<file path="src/sv/mrc_queue.sv">
// ----------------------------------------------------------------------------
// mrc_queue
// Small command queue between the front and back parts.
// ----------------------------------------------------------------------------
module mrc_queue #(
    parameter int WIDTH = 8,
    parameter int DEPTH = 4
) (
    input  logic             i_clk,
    input  logic             i_rst_n,
    input  logic             i_push,
    input  logic [WIDTH-1:0] i_data,
    output logic             o_full,
    input  logic             i_pop,
    output logic [WIDTH-1:0] o_data,
    output logic             o_empty
);

    localparam int PTR_W = (DEPTH > 1) ? $clog2(DEPTH) : 1;
    localparam int CNT_W = $clog2(DEPTH + 1);

    logic [WIDTH-1:0] r_slot [DEPTH];
    logic [PTR_W-1:0] r_wptr;
    logic [PTR_W-1:0] r_rptr;
    logic [CNT_W-1:0] r_count;

    assign o_full  = (r_count == CNT_W'(DEPTH));
    assign o_empty = (r_count == '0);
    assign o_data  = r_slot[r_rptr];

    always_ff @(posedge i_clk) begin
        if (i_push) begin
            r_slot[r_wptr] <= i_data;
        end
    end

    always_ff @(posedge i_clk) begin
        if (!i_rst_n) begin
            r_wptr  <= '0;
            r_rptr  <= '0;
            r_count <= '0;
        end else begin
            if (i_push) begin
                r_wptr <= (r_wptr == PTR_W'(DEPTH - 1)) ? '0 : r_wptr + 1'b1;
            end
            if (i_pop) begin
                r_rptr <= (r_rptr == PTR_W'(DEPTH - 1)) ? '0 : r_rptr + 1'b1;
            end
            case ({i_push, i_pop})
                2'b10:   r_count <= r_count + 1'b1;
                2'b01:   r_count <= r_count - 1'b1;
                default: r_count <= r_count;
            endcase
        end
    end

endmodule

</file>
<file path="config.mk">
export PLATFORM = sky130hd
export DESIGN_NAME = mrc_queue
export DESIGN_NICKNAME = d
export VERILOG_FILES = /design/src/sv/mrc_queue.sv
export SDC_FILE = /design/constraint.sdc
export NUM_CORES = 1
export LEC_CHECK = 0
export ABC_AREA = 1
export ABC_CLOCK_PERIOD_IN_PS = 1500
export BUFFER_PORTS_ARGS = -buffer_cell sky130_fd_sc_hd__buf_2
export CORE_MARGIN = 2
export CORE_UTILIZATION = 45
export CTS_BUF_LIST = sky130_fd_sc_hd__clkbuf_2
export DETAILED_ROUTE_END_ITERATION = 10
export PLACE_DENSITY_LB_ADDON = 0.3
export SYNTH_ARGS = -nofsm -noshare
export SYNTH_HDL_FRONTEND = slang
export SYNTH_SLANG_ARGS = --single-unit
</file>
<file path="constraint.sdc">
create_clock -name i_clk -period 1.5 [get_ports i_clk]
set_input_delay 0.15 -clock i_clk [delete_from_list [all_inputs] [get_ports i_clk]]
set_output_delay 0.15 -clock i_clk [all_outputs]
set_load 0.02 [all_outputs]
</file>
### Yosys cells after proc, flatten, opt, wreduce, memory -nomap -nowiden

Memories as Yosys holds them, arrays and structs flattened. A register that Yosys moved wholly into a read port is not among the register bits.
Index checks and enable logic that the tools add are counted.

* bits in latches: 0
* register bits: 7
* memories: 1
* bits in writable memories: 32
* bits in read-only memories: 0

* shift operators: 0
* bitwise logic cells: 0
* multipliers: 0
* equality and inequality tests: 5
* add/sub/neg operators: 4
* mux-type cells: 7
* magnitude comparators: 0
* div/mod/pow operators: 0
* reductions and logical operators: 2

Memories
* r_slot: words 4, bits a word 8, read ports 1, clocked after memory_dff 1, write ports 1, RTL line 22 `logic [WIDTH-1:0] r_slot [DEPTH];`

Operator list (count)
* two-way mux 2 bit: 4
* equality test 2 bit (second input constant): 3
* one-hot mux 3 bit (2 select lines): 1
* adder 2 x 1 -> 2 bit (second input constant): 2
* adder 3 x 1 -> 3 bit (second input constant): 1
* equality test 3 bit (second input constant): 1
* logical NOT 3 bit: 1
* subtractor 3 x 1 -> 3 bit (second input constant): 1
* equality test 2 x 1 -> 1 bit (second input constant): 1
* two-way mux 1 bit: 2
* nonzero test 2 bit: 1

### Depth between registers and ports, before layout

* word-level depth: 4
* gate-level depth with buffers: 10

### Least setup slack after synthesis

Ideal clock, no wire load.

* path type: input to register
* start point: input port i_push
* end point: register r_count[2]
* slack: 281 ps
* cell stages on the path: 10
* data arrival time: 1109 ps
* path through: inv_1 > ha_1 > inv_1 > fa_1 > inv_1 > nand2_1 > nand3_1 > nand2_1 > inv_1 > nor2_1

* longest elaborated chain between the ends: 2
* elaborated cells between the ends (all ways): 4
* classes of those cells: eq/ne (2); mux (1); reduce/logical (1)

Ends and longest elaborated chain
* from (decl): RTL line 11 `input logic i_push,`
* equality test 2 x 1 -> 1 bit or equality test 2 bit (tied branches): RTL line 49 `case ({i_push, i_pop})`
* one-hot mux 3 bit (2 select lines) or nonzero test 2 bit (tied branches)
* to (signal assigned): RTL line 50 `2'b10: r_count <= r_count + 1'b1;`
* to (signal assigned): RTL line 51 `2'b01: r_count <= r_count - 1'b1;`
* to (signal assigned): RTL line 52 `default: r_count <= r_count;`
* to (decl): RTL line 25 `logic [CNT_W-1:0] r_count;`

Several ways; a longest one is shown, not always the timed one.
A chain may end at the register's enable or synchronous reset.

==> run_results.csv <==
group,metric,value,unit
outcome,run_status,"complete, no violations",
die,num_io_pins,22,
placement,place.gp.congestion,0.734,
finish,layout.cells.non_filler,223,
synth,synthFlopType,"edfxtp_1",
setup_path,cp-end-kind,"output port",
setup_path,cp_slowest_stage_delay,0.43,ns
finish,final_core_util,0.563,
placement,preCtsSetupSlack,0.0155,ns
die,core,3610,sq um
timing,fmax,0.675,GHz
synth,netlist_area,1660,sq um
setup_path,crit_chain,"inv_6 > o21ai_0 > o22ai_2 > buf_4",
die,dieArea,4180,sq um
timing,drv_slew,0,
finish,nNetsFinal,193,
synth,synthCells,136,
grt,grt_first_pass_wirelength,4.72,mm
timing,hold_viol,0,
finish,stdcell_area,2030,sq um
cts,h-tree-depth,2,
timing,maxSlewHeadroom,0.740,
synth,syn_nets,155,
finish,diodes,0,
setup_path,worstSetupEndpoint,"o_data[3]",
route,avgRoutedWirePerCell,13.1,microns
pwr,peakVddDrop,0.000542,V
synth,ys_seq_area_frac,0.689,
timing,rsz0062_at_grt,"yes",
route,route.vias.total,1085,
route,drtAntennaViolNets,0,
synth,synth_seq_cells,41,
cts,clock_latency,0.38,ns
cts,clkSinkCount,41,
grt,grt_antenna_before_repair,0,
pwr,p_total,2140,uW
setup_path,critical_path_arrival,1.33,ns
setup_path,crit_type,"reg -> out",
die,rows,22,
synth,synth-edff-count,32,
finish,area_growth,22.6,%
placement,dpl_cell_area,1820,sq um
setup_path,slowest_stage,"dfxtp_4",
route,first_pass_iters,4,
setup_path,r2r_start,"r_count[0]$_SDFFE_PN0P_",
die,die_w,64.7,microns
route,wl,2.91,mm
grt,grtUsageTotal,0.158,
route,drt_iter0_markers,64,
finish,drive_above_1_share,0.280,
route,via_per_inst,4.87,
placement,portBuffers,21,
cts,cts_tree,"done",
synth,syn_area_per_cell,12.2,sq um
cts,clock_path_buffers,2,
worst_hold_path,hold_class,"in -> reg",
timing,setup_viol,0,
placement,post-place-cells,206,
cts,clock-root-buffer,"clkbuf_2",
setup_path,worst_setup_path_start_kind,"register",
cts,cts_buffers,5,
job,maxCapViolCount,0,
synth,yosysWarnings,0,
die,dieHeight,64.7,microns
grt,grt_overflow_total,0,
timing,fin_crit_sh,0.988,
synth,synth_top_area_cell,"edfxtp_1",
pwr,power_density,1050,nW/um^2
synth,synth_cell_types,18,
cts,clk_pin_slew,0.17,ns
setup_path,r2r-end,"r_count[2]$_SDFFE_PN0P_",
grt,grt_max_degree,17,
synth,synth_area_leaders,"edfxtp_1, dfxtp_1, o21ai_0, ha_1, nor2_1",
setup_path,reg2reg_depth,7,
setup_path,crit_path_max_fanout,16,
timing,fin_crit,1.48,ns
setup_path,cp.required,1.35,ns
route,drcViolationCount,0,
grt,first_global_vias,1051,
die,start_util,0.459,
timing,max_slew.worst_pin.slew,0.389,ns
placement,dpl.hpwl,2.05,mm
synth,async_flop_share,0,
synth,synth_top_area_share,0.580,
pwr,power.leakage,0.000821,uW
setup_path,r2r_slack,0.15,ns
timing,worst_slack,0.0176,ns
timing,skew,0.00979,ns
## critical path, delay by kind of cell (launching register included)
kind            cells  cell delay, ns
compound gates      2            0.29
flops               1            0.43
buf+inv             2            0.24
## cells in the mapped netlist, types with 3 or more instances
master and instances:
a21oi_1 5, dfxtp_1 9, edfxtp_1 32, ha_1 6, inv_1 17, nand2_1 8, nor2_1 18, nor2_2 3
nor3_1 4, o21ai_0 16, o22ai_1 8
## timing repair
item,CTS,global route
resized for setup,25,9
pin swaps,5,5
endpoints found under the hold margin,32,0
hold buffers,8,0
buffers inserted,1,0
setup endpoints to repair,8,8
## power breakdown
group / switching [uW] / internal (uW)
combinational: 213 / 153
clock: 314 / 138
sequential: 33.7 / 1280
total: 561 / 1580
## worst min path at each step
stage	depth (start not counted)	slack, ns	from	to
6_report	3	0.05	i_rst_n	r_count[2]$_SDFFE_PN0P_
5_1_grt	3	0.006	i_rst_n	r_count[1]$_SDFFE_PN0P_
4_1_cts	3	0.01	i_rst_n	r_count[2]$_SDFFE_PN0P_
3_5_place_dp	1	0.37	i_data[4]	r_slot[3][4]$_DFFE_PP_
3_3_place_gp	1	0.37	i_data[4]	r_slot[0][4]$_DFFE_PP_
2_1_floorplan	0	0.25	i_data[0]	r_slot[0][0]$_DFFE_PP_
## sequential cells by signal, summed over array words and instances (netlist names), named ones only
register	count
r_count	3
r_rptr	2
r_slot	32
r_wptr	2
## stage by stage
stage | hold WS (ns) | setup TNS (ns)
2_1_floorplan | 0.249 | 0
3_3_place_gp | 0.365 | 0
3_5_place_dp | 0.368 | 0
4_1_cts | 0.0135 | -0.111
5_1_grt | 0.00584 | -0.699
6_report | 0.0456 | 0
## layout by cell type, fill, tap and decap left out, types with 3 or more instances in the layout
master | netlist | layout
a21oi_1 | 5 | 5
buf_2 | 0 | 13
buf_4 | 0 | 9
clkbuf_2 | 0 | 8
dfxtp_1 | 9 | 7
dlygate4sd3_1 | 0 | 8
edfxtp_1 | 32 | 32
ha_1 | 6 | 6
inv_1 | 17 | 16
nand2_1 | 8 | 8
nor2_1 | 18 | 18
nor2_2 | 3 | 3
nor3_1 | 4 | 4
o21ai_0 | 16 | 9
o21ai_1 | 2 | 4
o21ai_2 | 2 | 7
o22ai_1 | 8 | 6
## cells by family after synthesis
family | share of synthesized area
flip-flops | 0.689
AND/OR/NAND/NOR | 0.0891
AO/OA/AOI/OAI | 0.110
buffers and inverters | 0.0544
adder cells (fa/ha/maj) | 0.0574
## area by class of cell
| cell class | instances | area (sq um) |
|---|---|---|
| clock buffer | 8 | 40.0 |
| fill | 316 | 1580 |
| inverter | 18 | 75.1 |
| multi-input combinational | 75 | 457 |
| sequential | 41 | 1150 |
| tap | 48 | 60.1 |
| timing repair buffer | 33 | 250 |
## routing by layer
metal  GRT usage  up-vias  routed length [microns]
met4      0.0931        0                       42
li1            -      554                        -
met3      0.0486        5                      107
met2       0.257       18                     1480
met5           0        -                        0
met1       0.186      508                     1280
Note: power is estimated with default switching activity, not from simulation.
