==> src/sv/mrc_pkg.sv <==
// ----------------------------------------------------------------------------
// mrc_pkg
// Shared constants, codes and types of the counterclockwise matrix rotator.
// ----------------------------------------------------------------------------
package mrc_pkg;

    localparam int MRC_MAX_DIM    = 64;
    localparam int MRC_DATA_WIDTH = 32;

    localparam int SIZE_W      = 7;
    localparam int ELEM_W      = 32;
    localparam int STATUS_W    = 2;
    localparam int OUT_TDATA_W = 40;
    localparam int APB_AW      = 3;
    localparam int APB_DW      = 32;
    localparam int QUEUE_DEPTH = 4;

    localparam logic [0:0] OP_LOAD  = 1'b0;
    localparam logic [0:0] OP_FETCH = 1'b1;

    localparam logic [0:0] REG_MATRIX_SIZE = 1'b0;

    localparam logic [SIZE_W-1:0] SIZE_RESET = 7'd1;

    localparam logic [1:0] CMD_WRITE     = 2'd0;
    localparam logic [1:0] CMD_READ      = 2'd1;
    localparam logic [1:0] CMD_NOT_READY = 2'd2;
    localparam logic [1:0] CMD_REJECT    = 2'd3;

    localparam logic [STATUS_W-1:0] ST_OK        = 2'd0;
    localparam logic [STATUS_W-1:0] ST_NOT_READY = 2'd1;
    localparam logic [STATUS_W-1:0] ST_REJECTED  = 2'd2;

    typedef struct packed {
        logic [1:0] kind;
        logic       last;
    } t_cmd_ctl;

    typedef struct packed {
        logic draining;
        logic push;
    } t_front_stat;

endpackage

==> src/sv/mrc_front.sv <==
// ----------------------------------------------------------------------------
// mrc_front
// Accepts items, classifies them against the load or drain phase and issues
// memory and status commands with row-major write and rotated read addresses.
// ----------------------------------------------------------------------------
module mrc_front #(
    parameter int MAX_DIM    = 64,
    parameter int DATA_WIDTH = 32
) (
    input  logic                                                 i_clk,
    input  logic                                                 i_rst_n,
    input  logic                                                 i_cfg_wr,
    input  logic [mrc_pkg::SIZE_W-1:0]                           i_cfg_size,
    input  logic                                                 i_valid,
    output logic                                                 o_ready,
    input  logic [0:0]                                           i_operation,
    input  logic [mrc_pkg::ELEM_W-1:0]                           i_element,
    input  logic                                                 i_q_full,
    output mrc_pkg::t_cmd_ctl                                    o_ctl,
    output logic [(MAX_DIM > 1 ? $clog2(MAX_DIM * MAX_DIM) : 1)-1:0] o_addr,
    output logic [DATA_WIDTH-1:0]                                o_data,
    output mrc_pkg::t_front_stat                                 o_stat
);

    import mrc_pkg::*;

    localparam int IDX_W  = (MAX_DIM > 1) ? $clog2(MAX_DIM) : 1;
    localparam int DIM_W  = $clog2(MAX_DIM + 1);
    localparam int ADDR_W = (MAX_DIM > 1) ? $clog2(MAX_DIM * MAX_DIM) : 1;
    localparam int SQ_W   = 2 * DIM_W;

    logic [DIM_W-1:0]  w_side;
    logic [SQ_W-1:0]   w_square;
    logic              w_accept;
    logic              w_fin;

    logic [DIM_W-1:0]  r_side;
    logic [IDX_W-1:0]  r_side_m1;
    logic [ADDR_W-1:0] r_last_idx;
    logic              r_draining;
    logic [ADDR_W-1:0] r_load_cnt;
    logic [IDX_W-1:0]  r_row;
    logic [IDX_W-1:0]  r_col;
    logic [ADDR_W-1:0] r_addr;

    always_comb begin
        if (i_cfg_size == '0) begin
            w_side = DIM_W'(1);
        end else if (32'(i_cfg_size) > 32'(MAX_DIM)) begin
            w_side = DIM_W'(MAX_DIM);
        end else begin
            w_side = DIM_W'(i_cfg_size);
        end
        w_square = SQ_W'(w_side) * SQ_W'(w_side);
    end

    assign o_ready  = !i_q_full;
    assign w_accept = i_valid && o_ready;
    assign w_fin    = (r_row == r_side_m1) && (r_col == r_side_m1);

    always_comb begin
        o_ctl.last = 1'b0;
        o_addr     = r_load_cnt;
        o_data     = DATA_WIDTH'(i_element);
        if (i_operation == OP_LOAD) begin
            o_ctl.kind = r_draining ? CMD_REJECT : CMD_WRITE;
        end else if (!r_draining) begin
            o_ctl.kind = CMD_NOT_READY;
        end else begin
            o_ctl.kind = CMD_READ;
            o_ctl.last = w_fin;
            o_addr     = r_addr;
        end
    end

    assign o_stat.draining = r_draining;
    assign o_stat.push     = w_accept;

    always_ff @(posedge i_clk) begin
        if (!i_rst_n) begin
            r_side     <= DIM_W'(1);
            r_side_m1  <= '0;
            r_last_idx <= '0;
        end else if (i_cfg_wr) begin
            r_side     <= w_side;
            r_side_m1  <= IDX_W'(w_side - 1'b1);
            r_last_idx <= ADDR_W'(w_square - 1'b1);
        end
    end

    always_ff @(posedge i_clk) begin
        if (!i_rst_n || i_cfg_wr) begin
            r_draining <= 1'b0;
            r_load_cnt <= '0;
            r_row      <= '0;
            r_col      <= '0;
            r_addr     <= '0;
        end else if (w_accept) begin
            if (i_operation == OP_LOAD && !r_draining) begin
                if (r_load_cnt == r_last_idx) begin
                    r_draining <= 1'b1;
                    r_load_cnt <= '0;
                    r_row      <= '0;
                    r_col      <= '0;
                    r_addr     <= ADDR_W'(r_side_m1);
                end else begin
                    r_load_cnt <= r_load_cnt + 1'b1;
                end
            end else if (i_operation == OP_FETCH && r_draining) begin
                if (w_fin) begin
                    r_draining <= 1'b0;
                    r_row      <= '0;
                    r_col      <= '0;
                    r_addr     <= '0;
                end else if (r_col == r_side_m1) begin
                    r_col  <= '0;
                    r_row  <= r_row + 1'b1;
                    r_addr <= ADDR_W'(r_side_m1) - ADDR_W'(r_row) - 1'b1;
                end else begin
                    r_col  <= r_col + 1'b1;
                    r_addr <= r_addr + ADDR_W'(r_side);
                end
            end
        end
    end

endmodule

==> config.mk <==
export PLATFORM = sky130hd
export DESIGN_NAME = mrc_front
export DESIGN_NICKNAME = d
export VERILOG_FILES = /design/src/sv/mrc_pkg.sv /design/src/sv/mrc_front.sv
export SDC_FILE = /design/constraint.sdc
export NUM_CORES = 1
export LEC_CHECK = 0
export ABC_AREA = 1
export BUFFER_PORTS_ARGS = -buffer_cell sky130_fd_sc_hd__buf_2
export CAP_MARGIN = 20
export CORE_MARGIN = 2
export CORE_UTILIZATION = 45
export DETAILED_ROUTE_END_ITERATION = 8
export PLACE_DENSITY = 0.68
export SLEW_MARGIN = 10
export SYNTH_ARGS = -nofsm -noshare
export SYNTH_HDL_FRONTEND = slang
export SYNTH_SLANG_ARGS = --single-unit
==> constraint.sdc <==
create_clock -name i_clk -period 7.75 [get_ports i_clk]
set_clock_uncertainty 0.15 [all_clocks]
set_input_delay 1.9375 -clock i_clk [delete_from_list [all_inputs] [get_ports i_clk]]
set_output_delay 1.9375 -clock i_clk [all_outputs]
set_load 0.01 [all_outputs]
# ---- Word-level counts from Yosys, hierarchy flattened
# Cells that the tools add are included.
# W data, S select, Z words.
dict set report totals {
  ff_bits 62
  out_inout_bits 50
  elab_cells 67
}
dict set report op_classes {
  n_addsub 8
  multipliers 1
  magnitude_cmp 1
  eq_ne 4
  muxes 28
  bitwise 1
  reduce_logical 16
}
# op n
set op_table {}
lappend op_table {{$mux W12} 8}
lappend op_table {{$mux W6} 9}
lappend op_table {{$mux W7} 2}
lappend op_table {{$add A12 B1 Y12 const B} 1}
lappend op_table {{$add A12 B7 Y12} 1}
lappend op_table {{$add A6 B1 Y6 const B} 2}
lappend op_table {{$eq A12 B12 Y1} 1}
lappend op_table {{$eq A6 B6 Y1} 2}
lappend op_table {{$mul A7 B7 Y12} 1}
lappend op_table {{$sub A12 B1 Y12 const B} 1}
lappend op_table {{$reduce_and A4 Y1} 2}
lappend op_table {{$sub A7 B2 Y8 const B} 1}
lappend op_table {{$gt A7 B7 Y1 const B} 1}
lappend op_table {{$logic_not A7 Y1} 1}
lappend op_table {{$sub A6 B6 Y7} 1}
lappend op_table {{$mux W1} 6}
lappend op_table {{$mux W2} 3}
lappend op_table {{$sub A6 B1 Y6 const B} 1}
lappend op_table {{$logic_and A1 B1 Y1} 4}
lappend op_table {{$reduce_bool A2 Y1} 2}
lappend op_table {{$logic_not A1 Y1} 3}
lappend op_table {{$reduce_and A3 Y1} 1}
lappend op_table {{$reduce_bool A3 Y1} 1}
lappend op_table {{$ne A2 B1 Y1 const B} 1}
lappend op_table {{3 further kinds} 3}

# ---- Depth between registers and ports, before layout
dict set report logic_depth {
  depth_word 6
  ltp_mapped 25
  depth_no_buf 25
}

# ---- Least setup slack after synthesis
# No wires, ideal clock.
dict set report synth_timing {
  path_type {input -> register}
  from {input i_cfg_size[5] (netlist bit)}
  to {register r_last_idx[9]}
  setup_time_ns 0.114
  arrival_ns 5.797
  slack_ns 1.689
  stages 24
  path_buffers 0
  cell_sequence {nor2_1 -> nand3_1 -> nand2_1 -> inv_1 -> nor2_2 -> inv_1 -> nor2_1 -> ha_1 -> xor2_1 -> fa_1 -> inv_1 -> fa_1 -> inv_1 -> fa_1 -> inv_1 -> ha_1 -> nand2_1 -> nor2_1 -> a211oi_1 -> nand2_1 -> nand2_1 -> nand3_1 -> nand3_1 -> nand2_1}
}
dict set report synth_via {
  elab_chain_cells 5
  word_cells_on_any_way 6
}
# item line_no
set synth_lines {}
lappend synth_lines {{start: declaration} mrc_front.sv:13} ;# input logic [mrc_pkg::SIZE_W-1:0] i_cfg_size,
lappend synth_lines {{$gt A7 B7 Y1} mrc_front.sv:49} ;# end else if (32'(i_cfg_size) > 32'(MAX_DIM)) begin
lappend synth_lines {{$mux W7} mrc_front.sv:49}
lappend synth_lines {{$mux W7 *} mrc_front.sv:47} ;# if (i_cfg_size == '0) begin
lappend synth_lines {{net w_side[4]} mrc_front.sv:32} ;# logic [DIM_W-1:0] w_side;
lappend synth_lines {{$mul A7 B7 Y12 *} mrc_front.sv:54} ;# w_square = SQ_W'(w_side) * SQ_W'(w_side);
lappend synth_lines {{$sub A12 B1 Y12 *} mrc_front.sv:87} ;# r_last_idx <= ADDR_W'(w_square - 1'b1);
lappend synth_lines {{end signal: assignment} mrc_front.sv:87}
lappend synth_lines {{end: declaration} mrc_front.sv:39} ;# logic [ADDR_W-1:0] r_last_idx;
# Mark *: on every way through the listed nets, which the timed path passes. The rest lies on a longest branch.
# A chain may end at the register's enable or synchronous reset.

# ---- Worst setup path in the final report
dict set report layout_timing {
  from {input i_cfg_size[2] (netlist bit)}
  to {register r_last_idx[9]}
}
# Same word-level chain as after synthesis.

==> results.cfg <==
[die]
ioPinCount = 95
core_area_um2 = 12100
die_h_um = 116
dieArea_um2 = 13400
floorplan.initialDensity_pct = 46.6
num_rows = 40
die_x_um = 116

[logic_synthesis]
synth_top_area_cell = dfxtp_1
netlist_instances = 831
synth.yosys.warnings = 0
synthTopCellsByArea = dfxtp_1 21%, nand2_1 13%, inv_1 9.5%
post-synth-top-count-cell = nand2_1
synthFlopType = dfxtp_1
fraction_of_synthesized_cell_area_taken_by_the_top_area_cell_type_pct = 21.3
synth.cell_area_um2 = 5640
synth.lib_cells_used.distinct = 49
synthTopCellsByCount = 198 x nand2_1, 143 x inv_1, 63 x nor2_1
synth.yosys.seq_area_share_pct = 21.3
ys_ff_latch = 60
synth.avg_cell_area_um2 = 6.79
postSynth.asyncResetShare_pct = 0
synth_enable_flop_cells = 0

[detailed_routing]
drt_iter0_drc = 259
antenna_left = 0
detail_route.first_pass.iterations = 5
via_count = 4905
average_detailed_routed_wire_length_per_instance_um = 13.1
post_drt_via_cell_ratio = 4.90
drc_errors = 0
finalWirelength_mm = 13.1

[grt]
grt.busiest_layer = met2
gr-total-overflow = 0
antenna_found_initial = 0
grt.total_usage_pct = 21.5
pin_count_of_the_biggest_net_entering_global_routing = 26
first_global_vias = 5040
met3_usage_pct = 4.13
grt.met1_usage_pct = 26.1
wire_length_of_the_first_global_routing_pass_mm = 22.9
met2_layer_usage_reported_by_global_route_pct = 37.9

[placed_design]
post-dp-hpwl_mm = 10.4
pre_cts_slack_ns = 1.16
placed_cells = 986
routability_congestion_estimate = 0.883
numPortBuffers = 30

[cts]
cts_tree = built
cts_resized = 0
path_clk_slew_ns = 0.05
clk-insertion-delay-late_ns = 0.33
clock-root-buffer = clkbuf_16
clock_sink_count = 60
cts_inserted_buffers = 9
postCtsSetupRepairBufs = 0
cts-root-to-sink-buffers = 2
cts.hold.buffers_added = 0
htree_levels = 3

[worst_setup_path]
critPathLaunchType = input port
worst_ep_arrival_time_ns = 6.31
crit_family = adder cells
critPathMaxFanout = 6
buffers_and_inverters_on_the_worst_path = 6
crit_type = input port to flip-flop
crit_required_ns = 7.82
critical_path_top_delay_cell = fa_1
critical_path.max_stage_delay_ns = 0.53
worstSetupEndpointType = flip-flop

[hold_path]
path_category_of_the_worst_min_delay_check = flip-flop to flip-flop

[power]
irDropWorstVdd_mv = 0.186
power_leakage_nw = 2.95
power.density_cell_area_nw_per_um2 = 184

[sta]
final_period_minus_worst_setup_slack_ns = 6.24
max_slew.worst_pin.slew_ns = 1.07
timing.final.setup_violations = 0
setup-tns-final_ns = 0
max_clock_freq_mhz = 160
slew-limit-headroom_pct = 28.3
final_min_period_over_clock_period_pct = 80.5
maxSlewViolCount = 0
setup_ws_ns = 1.51
finalHoldViolations = 0
rsz0062_at_grt = false
fin_hold_ws_ns = 0.319

[finish]
post_route_cells_drive_above_1_share_pct = 11.2
syn_to_final_growth_pct = 5.63
utilization_pct = 49.2
nNetsFinal = 939
antennaDiodeCount = 0
final_cells = 1001

[outcome]
run_status = finished clean

[flow_run]
maxCapViolCount = 0
[power by group]
part	internal, W	total (W)	leakage [nW]	switching [W]
registers	0.000328	0.000345	0.488	0.0000165
clock network	0.000255	0.000396	0.138	0.000141
logic	0.000131	0.000356	2.32	0.000225
total	0.000714	0.00110	2.95	0.000382
[tightest hold or removal path: stages, from the launching register on]
cell and delay (ns):
dfxtp_1 0.32, nand2_1 0.06, nand2_1 0.04
[per-layer routing]
layer / vias up / routed length, µm
li1: 2570 / -
met1: 2211 / 6000
met2: 94 / 6330
met3: 30 / 518
met4: 0 / 291
met5: - / 0
[kinds of logic (layout without fill, tap and decap cells)]
group | Yosys count | in the layout | share of synthesized area (%)
xor+xnor | 25 | 25 | 3.88
flops | 60 | 60 | 21.3
buf+inv | 197 | 193 | 16.3
mux | 1 | 1 | 0.200
simple gates | 384 | 384 | 30.3
compound gates | 97 | 97 | 10.5
other cells | 2 | 8 | 0.133
fa+ha+maj | 65 | 65 | 17.5
[path summary, 6_finish.rpt]
kind | from | endpoint | slack (ns) | depth (start not counted)
worst max-delay path | i_cfg_size[2] | r_last_idx[9] | 1.51 | 25
worst min-delay path | r_last_idx[11] | r_last_idx[11] | 0.32 | 2
worst max register to register | r_side_m1[0] | r_addr[6] | 5.04 | 15
worst min register to register | r_last_idx[11] | r_last_idx[11] | 0.32 | 2
[placed cells by master (no fill, tap or decap), types with 5 or more instances in the layout]
cell       Yosys  layout
nand2_1      198     198
conb_1         2       8
a21oi_1       31      31
a21oi_2       12      12
clkbuf_16      0       9
nand2_2       14      14
nand4_1       13      13
nor2_1        63      63
ha_1          42      42
xor2_1        15      15
nor2_2         5       5
nor3_1        12      12
dfxtp_1       60      60
inv_1        143     143
o21bai_1       5       5
buf_2          3      30
o21ai_0       29      29
xnor2_1       10      10
fa_1          23      23
nand3_1       62      62
[metrics by stage]
step	cell area, µm²	total power (W)
after floorplan	5660	0.000651
after global placement	5670	0.000703
after detailed placement	5670	0.000706
after CTS	5960	0.00110
after global routing	5960	0.00118
final	5960	0.00110
[sequential cells by signal (all words and copies together) (netlist names)]
name / cells
r_last_idx: 10
r_draining: 1
r_col: 6
r_side_m1: 6
r_load_cnt: 12
r_addr: 12
r_side: 7
r_row: 6
[layout make-up]
class	instances	area [µm²]
fill	1259	6150
timing repair buffer	31	158
clock inverter	4	50.0
clock buffer	11	243
tap	168	210
inverter	147	554
sequential	60	1200
multi-input combinational	580	3540
No activity file was read; power rests on OpenSTA's default activity.
